File: src/rtl/core/vhp_pkg.sv
// Shared types and constants for the Vorbis header parser.
`timescale 1ns / 1ps

package vhp_pkg;

   // Result status codes; from ST_COUNT on, in order of the checks.
   typedef logic [3:0] status_type;

   localparam status_type ST_OK       = 4'd0;
   localparam status_type ST_LENGTH   = 4'd1;
   localparam status_type ST_COUNT    = 4'd2;
   localparam status_type ST_MAGIC    = 4'd3;
   localparam status_type ST_VERSION  = 4'd4;
   localparam status_type ST_CHANNELS = 4'd5;
   localparam status_type ST_RATE     = 4'd6;
   localparam status_type ST_FRAMING  = 4'd7;
   localparam status_type ST_SETUP    = 4'd8;

   // Field widths of a result beat.
   localparam int unsigned FRAME_SIZE_W = 14;
   typedef logic [FRAME_SIZE_W-1:0] frame_size_type;

   // Stream constants.
   localparam logic [7:0] COUNT_BYTE    = 8'h02;
   localparam logic [7:0] LACE_CONTINUE = 8'hff;
   localparam logic [7:0] SETUP_TYPE    = 8'h05;
   localparam int unsigned IDENT_MIN_LEN = 30;

   // Packet type followed by the word "vorbis".
   function automatic logic [7:0] magic_byte(input logic [2:0] idx);
      logic [7:0] value;
      case (idx)
         3'd0: value = 8'h01;
         3'd1: value = 8'h76;
         3'd2: value = 8'h6f;
         3'd3: value = 8'h72;
         3'd4: value = 8'h62;
         3'd5: value = 8'h69;
         3'd6: value = 8'h73;
         default: value = 8'h00;
      endcase
      return value;
   endfunction

endpackage

File: src/rtl/core/vhp_if.sv
// Valid/ready channel interfaces for the parser's byte input and result output.
`timescale 1ns / 1ps

interface vhp_req_if;
   logic       valid;
   logic       ready;
   logic [7:0] data_byte;
   logic       last_byte;

   modport source (output valid, output data_byte, output last_byte, input ready);
   modport sink (input valid, input data_byte, input last_byte, output ready);
endinterface

interface vhp_rsp_if;
   logic                     valid;
   logic                     ready;
   vhp_pkg::status_type      status;
   logic [7:0]               channels;
   logic [31:0]              sample_rate;
   logic [31:0]              bitrate_upper;
   logic [31:0]              bitrate_nominal;
   logic [31:0]              bitrate_lower;
   logic [3:0]               short_block_exp;
   logic [3:0]               long_block_exp;
   vhp_pkg::frame_size_type  frame_size;

   modport source (output valid, output status, output channels, output sample_rate,
                   output bitrate_upper, output bitrate_nominal, output bitrate_lower,
                   output short_block_exp, output long_block_exp, output frame_size,
                   input ready);
   modport sink (input valid, input status, input channels, input sample_rate,
                 input bitrate_upper, input bitrate_nominal, input bitrate_lower,
                 input short_block_exp, input long_block_exp, input frame_size,
                 output ready);
endinterface

File: src/rtl/core/vorbis_header_parser_top.sv
// Vorbis codec-private header parser: laced lengths, identification checks, result beat.
// Throughput: one input beat per cycle, also while a result beat waits, unless the input register stalls (below).
// The result of a last beat passes through the input register, then the result register.
// The input register stalls only when it holds a last beat and a full result is not taken.
// Synchronous reset returns the parser to the count byte phase with all fields zero.
`timescale 1ns / 1ps

module vorbis_header_parser_top #(
   parameter int unsigned LENGTH_WIDTH = 16
) (
   input  logic       clock,
   input  logic       reset,
   vhp_req_if.sink    req_bus,
   vhp_rsp_if.source  rsp_bus
);

   localparam int unsigned LW1 = LENGTH_WIDTH + 1;
   localparam logic [LENGTH_WIDTH-1:0] LEN_MAX = {LENGTH_WIDTH{1'b1}};

   typedef enum logic [2:0] {
      PH_COUNT,
      PH_LACE0,
      PH_LACE1,
      PH_IDENT,
      PH_COMMENT,
      PH_SETUP0,
      PH_SETUP,
      PH_DRAIN
   } phase_type;

   // Input register.
   logic       in_valid_ff, in_valid_in;
   logic [7:0] in_byte_ff;
   logic       in_last_ff;
   logic       advance;
   logic       proc;

   // Parser state.
   phase_type                 phase_ff, phase_in;
   logic [LENGTH_WIDTH-1:0]   pos_ff, pos_in;
   logic [LENGTH_WIDTH-1:0]   len1_ff, len1_in;
   logic [LENGTH_WIDTH-1:0]   len2_ff, len2_in;
   vhp_pkg::status_type       err_ff, err_in;
   logic [7:0]                chan_ff, chan_in;
   logic [31:0]               rate_ff, rate_in;
   logic [31:0]               brmax_ff, brmax_in;
   logic [31:0]               brnom_ff, brnom_in;
   logic [31:0]               brmin_ff, brmin_in;
   logic [7:0]                exp_ff, exp_in;

   // Result register.
   logic                      rsp_valid_ff;
   vhp_pkg::status_type       status_ff;
   logic [7:0]                rchan_ff;
   logic [31:0]               rrate_ff, rbrmax_ff, rbrnom_ff, rbrmin_ff;
   logic [3:0]                rshort_ff, rlong_ff;
   vhp_pkg::frame_size_type   rframe_ff;

   // Combinational helpers.
   logic                      code_set;
   vhp_pkg::status_type       code;
   logic [LW1-1:0]            sum1, sum2;
   logic [LENGTH_WIDTH-1:0]   sat1, sat2;
   logic [LW1-1:0]            pos_next_wide;
   vhp_pkg::status_type       status_in;
   logic [3:0]                lo, hi, mexp;
   logic [15:0]               block_one_hot;
   logic [31:0]               lane_word;

   // Stall the stage only when a last beat cannot place its result.
   assign advance = !(in_last_ff && rsp_valid_ff && !rsp_bus.ready);
   assign proc = in_valid_ff && advance;
   assign req_bus.ready = !in_valid_ff || advance;

   always_comb begin
      if (req_bus.valid && req_bus.ready) begin
         in_valid_in = 1'b1;
      end else if (advance) begin
         in_valid_in = 1'b0;
      end else begin
         in_valid_in = in_valid_ff;
      end
   end

   // Saturating lace sums and position step.
   assign sum1 = LW1'(len1_ff) + LW1'(in_byte_ff);
   assign sum2 = LW1'(len2_ff) + LW1'(in_byte_ff);
   assign sat1 = sum1[LENGTH_WIDTH] ? LEN_MAX : sum1[LENGTH_WIDTH-1:0];
   assign sat2 = sum2[LENGTH_WIDTH] ? LEN_MAX : sum2[LENGTH_WIDTH-1:0];
   assign pos_next_wide = LW1'(pos_ff) + LW1'(1);
   assign lane_word = 32'(in_byte_ff) << {pos_ff[1:0], 3'b000};

   // Next parser state for the beat in the input register.
   always_comb begin
      phase_in = phase_ff;
      pos_in   = pos_ff;
      len1_in  = len1_ff;
      len2_in  = len2_ff;
      chan_in  = chan_ff;
      rate_in  = rate_ff;
      brmax_in = brmax_ff;
      brnom_in = brnom_ff;
      brmin_in = brmin_ff;
      exp_in   = exp_ff;
      code_set = 1'b0;
      code     = vhp_pkg::ST_OK;
      case (phase_ff)
         PH_COUNT: begin
            pos_in = LENGTH_WIDTH'(1);
            if (in_byte_ff != vhp_pkg::COUNT_BYTE) begin
               code_set = 1'b1;
               code     = vhp_pkg::ST_COUNT;
               phase_in = PH_DRAIN;
            end else begin
               phase_in = PH_LACE0;
            end
         end
         PH_LACE0: begin
            len1_in = sat1;
            if (in_byte_ff != vhp_pkg::LACE_CONTINUE) begin
               phase_in = PH_LACE1;
            end
         end
         PH_LACE1: begin
            len2_in = sat2;
            if (in_byte_ff != vhp_pkg::LACE_CONTINUE) begin
               if (len1_ff < LENGTH_WIDTH'(vhp_pkg::IDENT_MIN_LEN) ||
                   sat2 <= LENGTH_WIDTH'(1)) begin
                  code_set = 1'b1;
                  code     = vhp_pkg::ST_LENGTH;
                  pos_in   = LEN_MAX;
                  phase_in = PH_DRAIN;
               end else begin
                  pos_in   = '0;
                  phase_in = PH_IDENT;
               end
            end
         end
         PH_IDENT: begin
            // Field checks and captures by offset within the identification header.
            if (pos_ff < LENGTH_WIDTH'(7)) begin
               if (in_byte_ff != vhp_pkg::magic_byte(pos_ff[2:0])) begin
                  code_set = 1'b1;
                  code     = vhp_pkg::ST_MAGIC;
               end
            end else if (pos_ff < LENGTH_WIDTH'(11)) begin
               if (in_byte_ff != 8'h00) begin
                  code_set = 1'b1;
                  code     = vhp_pkg::ST_VERSION;
               end
            end else if (pos_ff == LENGTH_WIDTH'(11)) begin
               chan_in = in_byte_ff;
               if (in_byte_ff == 8'h00) begin
                  code_set = 1'b1;
                  code     = vhp_pkg::ST_CHANNELS;
               end
            end else if (pos_ff < LENGTH_WIDTH'(16)) begin
               rate_in = rate_ff | lane_word;
               if (pos_ff == LENGTH_WIDTH'(15) && (rate_ff | lane_word) == 32'h0) begin
                  code_set = 1'b1;
                  code     = vhp_pkg::ST_RATE;
               end
            end else if (pos_ff < LENGTH_WIDTH'(20)) begin
               brmax_in = brmax_ff | lane_word;
            end else if (pos_ff < LENGTH_WIDTH'(24)) begin
               brnom_in = brnom_ff | lane_word;
            end else if (pos_ff < LENGTH_WIDTH'(28)) begin
               brmin_in = brmin_ff | lane_word;
            end else if (pos_ff == LENGTH_WIDTH'(28)) begin
               exp_in = in_byte_ff;
            end else if (pos_ff == LENGTH_WIDTH'(29)) begin
               if (!in_byte_ff[0]) begin
                  code_set = 1'b1;
                  code     = vhp_pkg::ST_FRAMING;
               end
            end
            if (pos_next_wide >= LW1'(len1_ff)) begin
               pos_in   = '0;
               phase_in = PH_COMMENT;
            end else begin
               pos_in = pos_next_wide[LENGTH_WIDTH-1:0];
            end
         end
         PH_COMMENT: begin
            if (pos_next_wide >= LW1'(len2_ff)) begin
               pos_in   = '0;
               phase_in = PH_SETUP0;
            end else begin
               pos_in = pos_next_wide[LENGTH_WIDTH-1:0];
            end
         end
         PH_SETUP0: begin
            if (in_byte_ff != vhp_pkg::SETUP_TYPE) begin
               code_set = 1'b1;
               code     = vhp_pkg::ST_SETUP;
            end
            phase_in = PH_SETUP;
         end
         PH_SETUP: begin
            phase_in = PH_SETUP;
         end
         PH_DRAIN: begin
            pos_in = (pos_ff == LEN_MAX) ? pos_ff : pos_next_wide[LENGTH_WIDTH-1:0];
         end
         default: begin
            phase_in = PH_DRAIN;
         end
      endcase
      // Only the first error is kept.
      err_in = (err_ff == vhp_pkg::ST_OK && code_set) ? code : err_ff;
   end

   // Status of a last beat.
   always_comb begin
      if (phase_ff == PH_DRAIN || phase_in == PH_DRAIN) begin
         if (err_in == vhp_pkg::ST_COUNT && pos_in <= LENGTH_WIDTH'(3)) begin
            status_in = vhp_pkg::ST_LENGTH;
         end else begin
            status_in = err_in;
         end
      end else if (phase_ff == PH_SETUP) begin
         status_in = err_in;
      end else begin
         status_in = vhp_pkg::ST_LENGTH;
      end
   end

   // Block size exponents and frame size from the smaller one.
   assign lo = exp_in[3:0];
   assign hi = exp_in[7:4];
   assign mexp = (lo < hi) ? lo : hi;
   assign block_one_hot = 16'(1) << mexp;

   // Input register and parser state; a processed last beat restarts the parser.
   always_ff @(posedge clock) begin
      if (reset) begin
         in_valid_ff <= 1'b0;
         phase_ff    <= PH_COUNT;
         pos_ff      <= '0;
         len1_ff     <= '0;
         len2_ff     <= '0;
         err_ff      <= vhp_pkg::ST_OK;
         chan_ff     <= '0;
         rate_ff     <= '0;
         brmax_ff    <= '0;
         brnom_ff    <= '0;
         brmin_ff    <= '0;
         exp_ff      <= '0;
      end else begin
         in_valid_ff <= in_valid_in;
         if (proc && in_last_ff) begin
            phase_ff <= PH_COUNT;
            pos_ff   <= '0;
            len1_ff  <= '0;
            len2_ff  <= '0;
            err_ff   <= vhp_pkg::ST_OK;
            chan_ff  <= '0;
            rate_ff  <= '0;
            brmax_ff <= '0;
            brnom_ff <= '0;
            brmin_ff <= '0;
            exp_ff   <= '0;
         end else if (proc) begin
            phase_ff <= phase_in;
            pos_ff   <= pos_in;
            len1_ff  <= len1_in;
            len2_ff  <= len2_in;
            err_ff   <= err_in;
            chan_ff  <= chan_in;
            rate_ff  <= rate_in;
            brmax_ff <= brmax_in;
            brnom_ff <= brnom_in;
            brmin_ff <= brmin_in;
            exp_ff   <= exp_in;
         end
      end
   end

   // Input payload capture.
   always_ff @(posedge clock) begin
      if (req_bus.valid && req_bus.ready) begin
         in_byte_ff <= req_bus.data_byte;
         in_last_ff <= req_bus.last_byte;
      end
   end

   // Result register.
   always_ff @(posedge clock) begin
      if (reset) begin
         rsp_valid_ff <= 1'b0;
      end else if (proc && in_last_ff) begin
         rsp_valid_ff <= 1'b1;
      end else if (rsp_bus.ready) begin
         rsp_valid_ff <= 1'b0;
      end
   end

   always_ff @(posedge clock) begin
      if (proc && in_last_ff) begin
         status_ff <= status_in;
         rchan_ff  <= chan_in;
         rrate_ff  <= rate_in;
         rbrmax_ff <= brmax_in;
         rbrnom_ff <= brnom_in;
         rbrmin_ff <= brmin_in;
         rshort_ff <= lo;
         rlong_ff  <= hi;
         rframe_ff <= block_one_hot[vhp_pkg::FRAME_SIZE_W+1:2];
      end
   end

   assign rsp_bus.valid           = rsp_valid_ff;
   assign rsp_bus.status          = status_ff;
   assign rsp_bus.channels        = rchan_ff;
   assign rsp_bus.sample_rate     = rrate_ff;
   assign rsp_bus.bitrate_upper   = rbrmax_ff;
   assign rsp_bus.bitrate_nominal = rbrnom_ff;
   assign rsp_bus.bitrate_lower   = rbrmin_ff;
   assign rsp_bus.short_block_exp = rshort_ff;
   assign rsp_bus.long_block_exp  = rlong_ff;
   assign rsp_bus.frame_size      = rframe_ff;

   // A processed last beat always restarts the parser at the count byte.
   a_restart: assert property (@(posedge clock) disable iff (reset)
      proc && in_last_ff |=> phase_ff == PH_COUNT && err_ff == vhp_pkg::ST_OK)
      else $error("parser did not restart after a last beat");

   // The input stage stalls only behind a waiting result.
   a_stall_cause: assert property (@(posedge clock) disable iff (reset)
      in_valid_ff && !advance |-> rsp_valid_ff && in_last_ff)
      else $error("input stage stalled without a waiting result");

   // A good result always carries a nonzero channel count and rate.
   a_ok_fields: assert property (@(posedge clock) disable iff (reset)
      rsp_valid_ff && status_ff == vhp_pkg::ST_OK |-> rchan_ff != 8'h00 && rrate_ff != 32'h0)
      else $error("good status with zero channels or rate");

   // Status codes stay within the defined set.
   a_status_range: assert property (@(posedge clock) disable iff (reset)
      rsp_valid_ff |-> status_ff <= vhp_pkg::ST_SETUP)
      else $error("result status out of range");

endmodule
File: src/flat_wrapper.sv
// flat-port wrapper written by rule: the top's interface ports become plain ports
module vorbis_header_parser_top_flat 
#(
   parameter int unsigned LENGTH_WIDTH = 16
)
  (clock, reset, req_bus_valid, req_bus_data_byte, req_bus_last_byte, req_bus_ready, rsp_bus_valid, rsp_bus_status, rsp_bus_channels, rsp_bus_sample_rate, rsp_bus_bitrate_upper, rsp_bus_bitrate_nominal, rsp_bus_bitrate_lower, rsp_bus_short_block_exp, rsp_bus_long_block_exp, rsp_bus_frame_size, rsp_bus_ready);
  vhp_req_if req_bus_i ();
  vhp_rsp_if rsp_bus_i ();
  input  logic clock;
  input  logic reset;
  input wire logic [$bits(req_bus_i.valid)-1:0] req_bus_valid;
  input wire logic [$bits(req_bus_i.data_byte)-1:0] req_bus_data_byte;
  input wire logic [$bits(req_bus_i.last_byte)-1:0] req_bus_last_byte;
  output wire logic [$bits(req_bus_i.ready)-1:0] req_bus_ready;
  output wire logic [$bits(rsp_bus_i.valid)-1:0] rsp_bus_valid;
  output wire logic [$bits(rsp_bus_i.status)-1:0] rsp_bus_status;
  output wire logic [$bits(rsp_bus_i.channels)-1:0] rsp_bus_channels;
  output wire logic [$bits(rsp_bus_i.sample_rate)-1:0] rsp_bus_sample_rate;
  output wire logic [$bits(rsp_bus_i.bitrate_upper)-1:0] rsp_bus_bitrate_upper;
  output wire logic [$bits(rsp_bus_i.bitrate_nominal)-1:0] rsp_bus_bitrate_nominal;
  output wire logic [$bits(rsp_bus_i.bitrate_lower)-1:0] rsp_bus_bitrate_lower;
  output wire logic [$bits(rsp_bus_i.short_block_exp)-1:0] rsp_bus_short_block_exp;
  output wire logic [$bits(rsp_bus_i.long_block_exp)-1:0] rsp_bus_long_block_exp;
  output wire logic [$bits(rsp_bus_i.frame_size)-1:0] rsp_bus_frame_size;
  input wire logic [$bits(rsp_bus_i.ready)-1:0] rsp_bus_ready;
  assign req_bus_i.valid = req_bus_valid;
  assign req_bus_i.data_byte = req_bus_data_byte;
  assign req_bus_i.last_byte = req_bus_last_byte;
  assign req_bus_ready = req_bus_i.ready;
  assign rsp_bus_valid = rsp_bus_i.valid;
  assign rsp_bus_status = rsp_bus_i.status;
  assign rsp_bus_channels = rsp_bus_i.channels;
  assign rsp_bus_sample_rate = rsp_bus_i.sample_rate;
  assign rsp_bus_bitrate_upper = rsp_bus_i.bitrate_upper;
  assign rsp_bus_bitrate_nominal = rsp_bus_i.bitrate_nominal;
  assign rsp_bus_bitrate_lower = rsp_bus_i.bitrate_lower;
  assign rsp_bus_short_block_exp = rsp_bus_i.short_block_exp;
  assign rsp_bus_long_block_exp = rsp_bus_i.long_block_exp;
  assign rsp_bus_frame_size = rsp_bus_i.frame_size;
  assign rsp_bus_i.ready = rsp_bus_ready;
  vorbis_header_parser_top #(.LENGTH_WIDTH(LENGTH_WIDTH)) u_core (.clock(clock), .reset(reset), .req_bus(req_bus_i), .rsp_bus(rsp_bus_i));
endmodule
File: config.mk
export PLATFORM = sky130hd
export DESIGN_NAME = vorbis_header_parser_top_flat
export DESIGN_NICKNAME = d
export VERILOG_FILES = /design/src/rtl/core/vhp_pkg.sv /design/src/rtl/core/vhp_if.sv /design/src/rtl/core/vorbis_header_parser_top.sv /design/src/flat_wrapper.sv
export SDC_FILE = /design/constraint.sdc
export NUM_CORES = 1
export LEC_CHECK = 0
export BUFFER_PORTS_ARGS = -buffer_cell sky130_fd_sc_hd__buf_2
export CORE_MARGIN = 4
export CORE_UTILIZATION = 35
export DETAILED_ROUTE_END_ITERATION = 6
export MAX_ROUTING_LAYER = met4
export PLACE_DENSITY_LB_ADDON = 0.2
export SLEW_MARGIN = 20
export SYNTH_ARGS = -nofsm -noshare
export SYNTH_HDL_FRONTEND = slang
export SYNTH_SLANG_ARGS = --single-unit
File: constraint.sdc
create_clock -name clock -period 7.39 [get_ports clock]
set_input_delay 1.1085 -clock clock [delete_from_list [all_inputs] [get_ports clock]]
set_output_delay 1.1085 -clock clock [all_outputs]
set_load 0.01 [all_outputs]
==> flow_results.xml <==
<?xml version="1.0" encoding="UTF-8"?>
<metrics>
  <group name="timing">
    <metric name="tightest_slew" unit="ns">1.18</metric>
    <metric name="post-route-min-period" unit="ns">5.09</metric>
    <metric name="timing.max_slew.rel_slack" unit="">0.211</metric>
    <metric name="timing_max_transition_violations_final" unit="">0</metric>
    <metric name="final.setup_skew" unit="ns">0.0184</metric>
    <metric name="worst_slack_setup_final" unit="ns">2.30</metric>
    <metric name="number_of_setup_violations_in_the_final_report" unit="">0</metric>
    <metric name="post-route-period-util" unit="">0.689</metric>
    <metric name="grt_setup_unrepaired" unit="">false</metric>
    <metric name="max_clock_freq" unit="MHz">196</metric>
    <metric name="fin_setup_tns" unit="ns">0</metric>
    <metric name="post_route_worst_hold_slack" unit="ns">0.454</metric>
    <metric name="timing.final.hold_violations" unit="">0</metric>
  </group>
  <group name="synthesis">
    <metric name="synth-seq-cells" unit="">372</metric>
    <metric name="yosys_most_used_dff" unit="">sky130_fd_sc_hd__dfxtp_1</metric>
    <metric name="ys_warn_count" unit="">0</metric>
    <metric name="synthDominantAreaCellType" unit="">sky130_fd_sc_hd__edfxtp_1</metric>
    <metric name="post_synth_num_cell_types" unit="">93</metric>
    <metric name="synth_top_area_share" unit="">0.299</metric>
    <metric name="edff_count_synth" unit="">171</metric>
    <metric name="synth.yosys.seq_area_share" unit="">0.534</metric>
    <metric name="syn_area" unit="um2">17200</metric>
    <metric name="syn-instance-count" unit="">1542</metric>
    <metric name="syn-mean-instance-area" unit="um2">11.1</metric>
    <metric name="fraction_of_registers_with_async_set_reset" unit="">0</metric>
    <metric name="syn-num-nets" unit="">1613</metric>
    <metric name="synth_area_leaders" unit="">sky130_fd_sc_hd__edfxtp_1 30%, sky130_fd_sc_hd__dfxtp_1 23%, sky130_fd_sc_hd__o211a_1 7.6%</metric>
  </group>
  <group name="clock_tree">
    <metric name="cts_htree_levels" unit="">2</metric>
    <metric name="clock_tree_from_tritoncts" unit="">built</metric>
    <metric name="clock-sinks" unit="">372</metric>
    <metric name="postCtsResizedCells" unit="">0</metric>
    <metric name="clock_path_buffers" unit="">3</metric>
    <metric name="clkSlewWorstSetupHoldPaths" unit="ns">0.07</metric>
    <metric name="number_of_buffers_inserted_during_clock_tree_synthesis" unit="">42</metric>
    <metric name="postCtsSetupRepairBufs" unit="">0</metric>
    <metric name="cts_root_buffer" unit="">sky130_fd_sc_hd__clkbuf_16</metric>
    <metric name="later_pin_clock_latency_in_the_skew_report" unit="ns">0.57</metric>
    <metric name="cts-hold-fix-buffers" unit="">0</metric>
  </group>
  <group name="hold_path">
    <metric name="hold_path.class" unit="">flip-flop to flip-flop</metric>
  </group>
  <group name="critical_path">
    <metric name="arrival_time_of_data_at_the_critical_path_endpoint" unit="ns">5.57</metric>
    <metric name="crit_path_max_fanout" unit="">21</metric>
    <metric name="worstSetupStartpointType" unit="">flip-flop</metric>
    <metric name="cp_data_required_time" unit="ns">7.87</metric>
    <metric name="timing.reg2reg.setup_slack" unit="ns">2.30</metric>
    <metric name="critPathKind" unit="">flip-flop to flip-flop</metric>
    <metric name="timing.critical_path.to_type" unit="">flip-flop</metric>
  </group>
  <group name="placement">
    <metric name="gpl.final_weighted_congestion" unit="">0.908</metric>
    <metric name="port_buffers" unit="">176</metric>
    <metric name="post-place-ws" unit="ns">2.49</metric>
    <metric name="dpl.hpwl" unit="mm">32.7</metric>
  </group>
  <group name="route">
    <metric name="drt-initial-drc-count" unit="">1006</metric>
    <metric name="routed_wirelength" unit="mm">48.8</metric>
    <metric name="detailroute.via_count" unit="">12900</metric>
    <metric name="detail-route-antenna-nets" unit="">0</metric>
    <metric name="route.detailed.vias_per_inst" unit="">5.46</metric>
    <metric name="wl_per_cell" unit="um">20.6</metric>
    <metric name="total_drc_errors_in_the_routed_layout" unit="">0</metric>
    <metric name="detailedRoute.firstPassIterationCount" unit="">5</metric>
  </group>
  <group name="grt">
    <metric name="grt_antenna_before_repair" unit="">0</metric>
    <metric name="global_route_wire_length_before_repair" unit="mm">75.3</metric>
    <metric name="gr-usage-all-layers" unit="">0.185</metric>
    <metric name="first_global_vias" unit="">12500</metric>
    <metric name="grt_max_degree" unit="">89</metric>
    <metric name="global_route.overflow_total" unit="">0</metric>
  </group>
  <group name="die">
    <metric name="rows" unit="">80</metric>
    <metric name="fp.coreArea" unit="um2">48100</metric>
    <metric name="die_width" unit="um">229</metric>
    <metric name="floorplan.io_pins" unit="">177</metric>
    <metric name="start_util" unit="">0.356</metric>
    <metric name="die-area" unit="um2">52600</metric>
    <metric name="dieHeight" unit="um">229</metric>
  </group>
  <group name="finish">
    <metric name="multi_input_comb_area" unit="um2">7380</metric>
    <metric name="fillcell_total" unit="">4644</metric>
    <metric name="sequential_cell_area" unit="um2">9160</metric>
    <metric name="synth_to_layout_area_growth" unit="%">16.4</metric>
    <metric name="layout.cells.most_common_list" unit="">201 x sky130_fd_sc_hd__dfxtp_1, 176 x sky130_fd_sc_hd__buf_2, 171 x sky130_fd_sc_hd__edfxtp_1</metric>
    <metric name="num_antenna_cells" unit="">0</metric>
    <metric name="layout_commonest_cell" unit="">sky130_fd_sc_hd__dfxtp_1</metric>
    <metric name="layout.nets" unit="">1747</metric>
    <metric name="final_layout_size_suffix_gt1_frac" unit="">0.186</metric>
  </group>
  <group name="run_status">
    <metric name="outcome" unit="">finished, final reports clean</metric>
  </group>
  <group name="power_and_ir_drop">
    <metric name="power_per_cell_area" unit="nW/um2">234</metric>
    <metric name="peakVddDrop" unit="mV">0.159</metric>
    <metric name="p_leak" unit="uW">0.0102</metric>
    <metric name="design_power_total" unit="uW">4680</metric>
  </group>
  <group name="flow_run">
    <metric name="maxCapViolations" unit="">0</metric>
  </group>
</metrics>
## where the power goes
group	switching [uW]	internal (uW)	total (uW)
registers	40.3	2190	2230
logic	265	134	399
clock network	842	1220	2060
total	1150	3540	4680
## registers in the layout (all words and copies together) (netlist names), 8 cells and up
name / count
u_core.brmax_ff: 32
u_core.rsp_bus.channels: 8
u_core.rsp_bus.bitrate_nominal: 32
u_core.in_byte_ff: 8
u_core.brmin_ff: 32
u_core.rsp_bus.bitrate_lower: 32
u_core.len1_ff: 16
u_core.len2_ff: 16
u_core.rsp_bus.bitrate_upper: 32
u_core.brnom_ff: 32
u_core.rsp_bus.sample_rate: 32
u_core.pos_ff: 16
u_core.rate_ff: 32
u_core.exp_ff: 8
u_core.chan_ff: 8
u_core.rsp_bus.frame_size: 14
## cell usage after synthesis (all sizes together) (9+ instances only)
cell type,count
a211oi,22
a21o,140
a21oi,83
a31oi,17
and2,28
and3,17
buf,15
clkbuf,90
dfxtp,201
edfxtp,171
ha,56
inv,58
mux2,13
mux2i,13
nand2,68
nand3,24
nand4,22
nor2,74
nor2b,9
nor3,41
nor4,20
o211a,131
o21a,10
o21ai,63
or2,9
or3,9
xnor2,22
xor2,13
## cells by family after synthesis
| group | after synthesis | share of synthesized area |
|---|---|---|
| AO/OA/AOI/OAI | 530 | 0.238 |
| flip-flops | 372 | 0.534 |
| AND/OR/NAND/NOR | 358 | 0.113 |
| buffers and inverters | 163 | 0.0381 |
| adder cells (fa/ha/maj) | 58 | 0.0432 |
| XOR/XNOR | 35 | 0.0179 |
| multiplexers | 26 | 0.0166 |
## per-stage QoR
stage | utilization | cell area, um2 | instances
global placement | 0.386 | 18600 | 2288
floorplan | - | 17200 | 1542
global route | 0.415 | 20000 | 2364
finish | 0.415 | 20000 | 2364
CTS | 0.415 | 20000 | 2364
detailed placement | 0.386 | 18600 | 2288
## worst paths after layout
kind / cells after the start / start / end
hold reg to reg: 2 / u_core.chan_ff[1] / u_core.chan_ff[1]
hold / removal: 2 / u_core.chan_ff[1] / u_core.chan_ff[1]
setup / recovery: 14 / u_core.pos_ff[1] / u_core.pos_ff[14]
setup reg to reg: 14 / u_core.pos_ff[1] / u_core.pos_ff[14]
## worst max-delay path, cell delays in order (launching register included)
cell	delay, ns
sky130_fd_sc_hd__dfxtp_1	0.76
sky130_fd_sc_hd__ha_1	0.54
sky130_fd_sc_hd__and4_1	0.33
sky130_fd_sc_hd__nand4_1	0.13
sky130_fd_sc_hd__xnor2_1	0.62
sky130_fd_sc_hd__ha_1	0.39
sky130_fd_sc_hd__o21a_1	0.13
sky130_fd_sc_hd__o21ai_0	0.26
sky130_fd_sc_hd__a2111oi_0	0.12
sky130_fd_sc_hd__nor4_1	0.37
sky130_fd_sc_hd__o211a_1	0.27
sky130_fd_sc_hd__or2_1	0.56
sky130_fd_sc_hd__a21o_1	0.21
sky130_fd_sc_hd__a21oi_1	0.06
sky130_fd_sc_hd__a311oi_1	0.28
## final cells by class
cell class                 count  area share
multi-input combinational   1007       0.370
clock buffer                  61      0.0608
sequential                   372       0.459
clock inverter                15     0.00796
inverter                      58      0.0109
tap                          656      0.0411
timing repair buffer         195      0.0512
## routing by layer
metal  share of wire  vias to the layer above  track usage  wire length [um]
met3           0.050                       68       0.0316              2440
met5               0                        -            -                 0
met1            0.46                     6355        0.245             22300
met2            0.47                      334        0.294             22900
met4           0.025                        0       0.0542              1210
li1                -                     6139            -                 -
No activity file was read; power rests on OpenSTA's default activity.
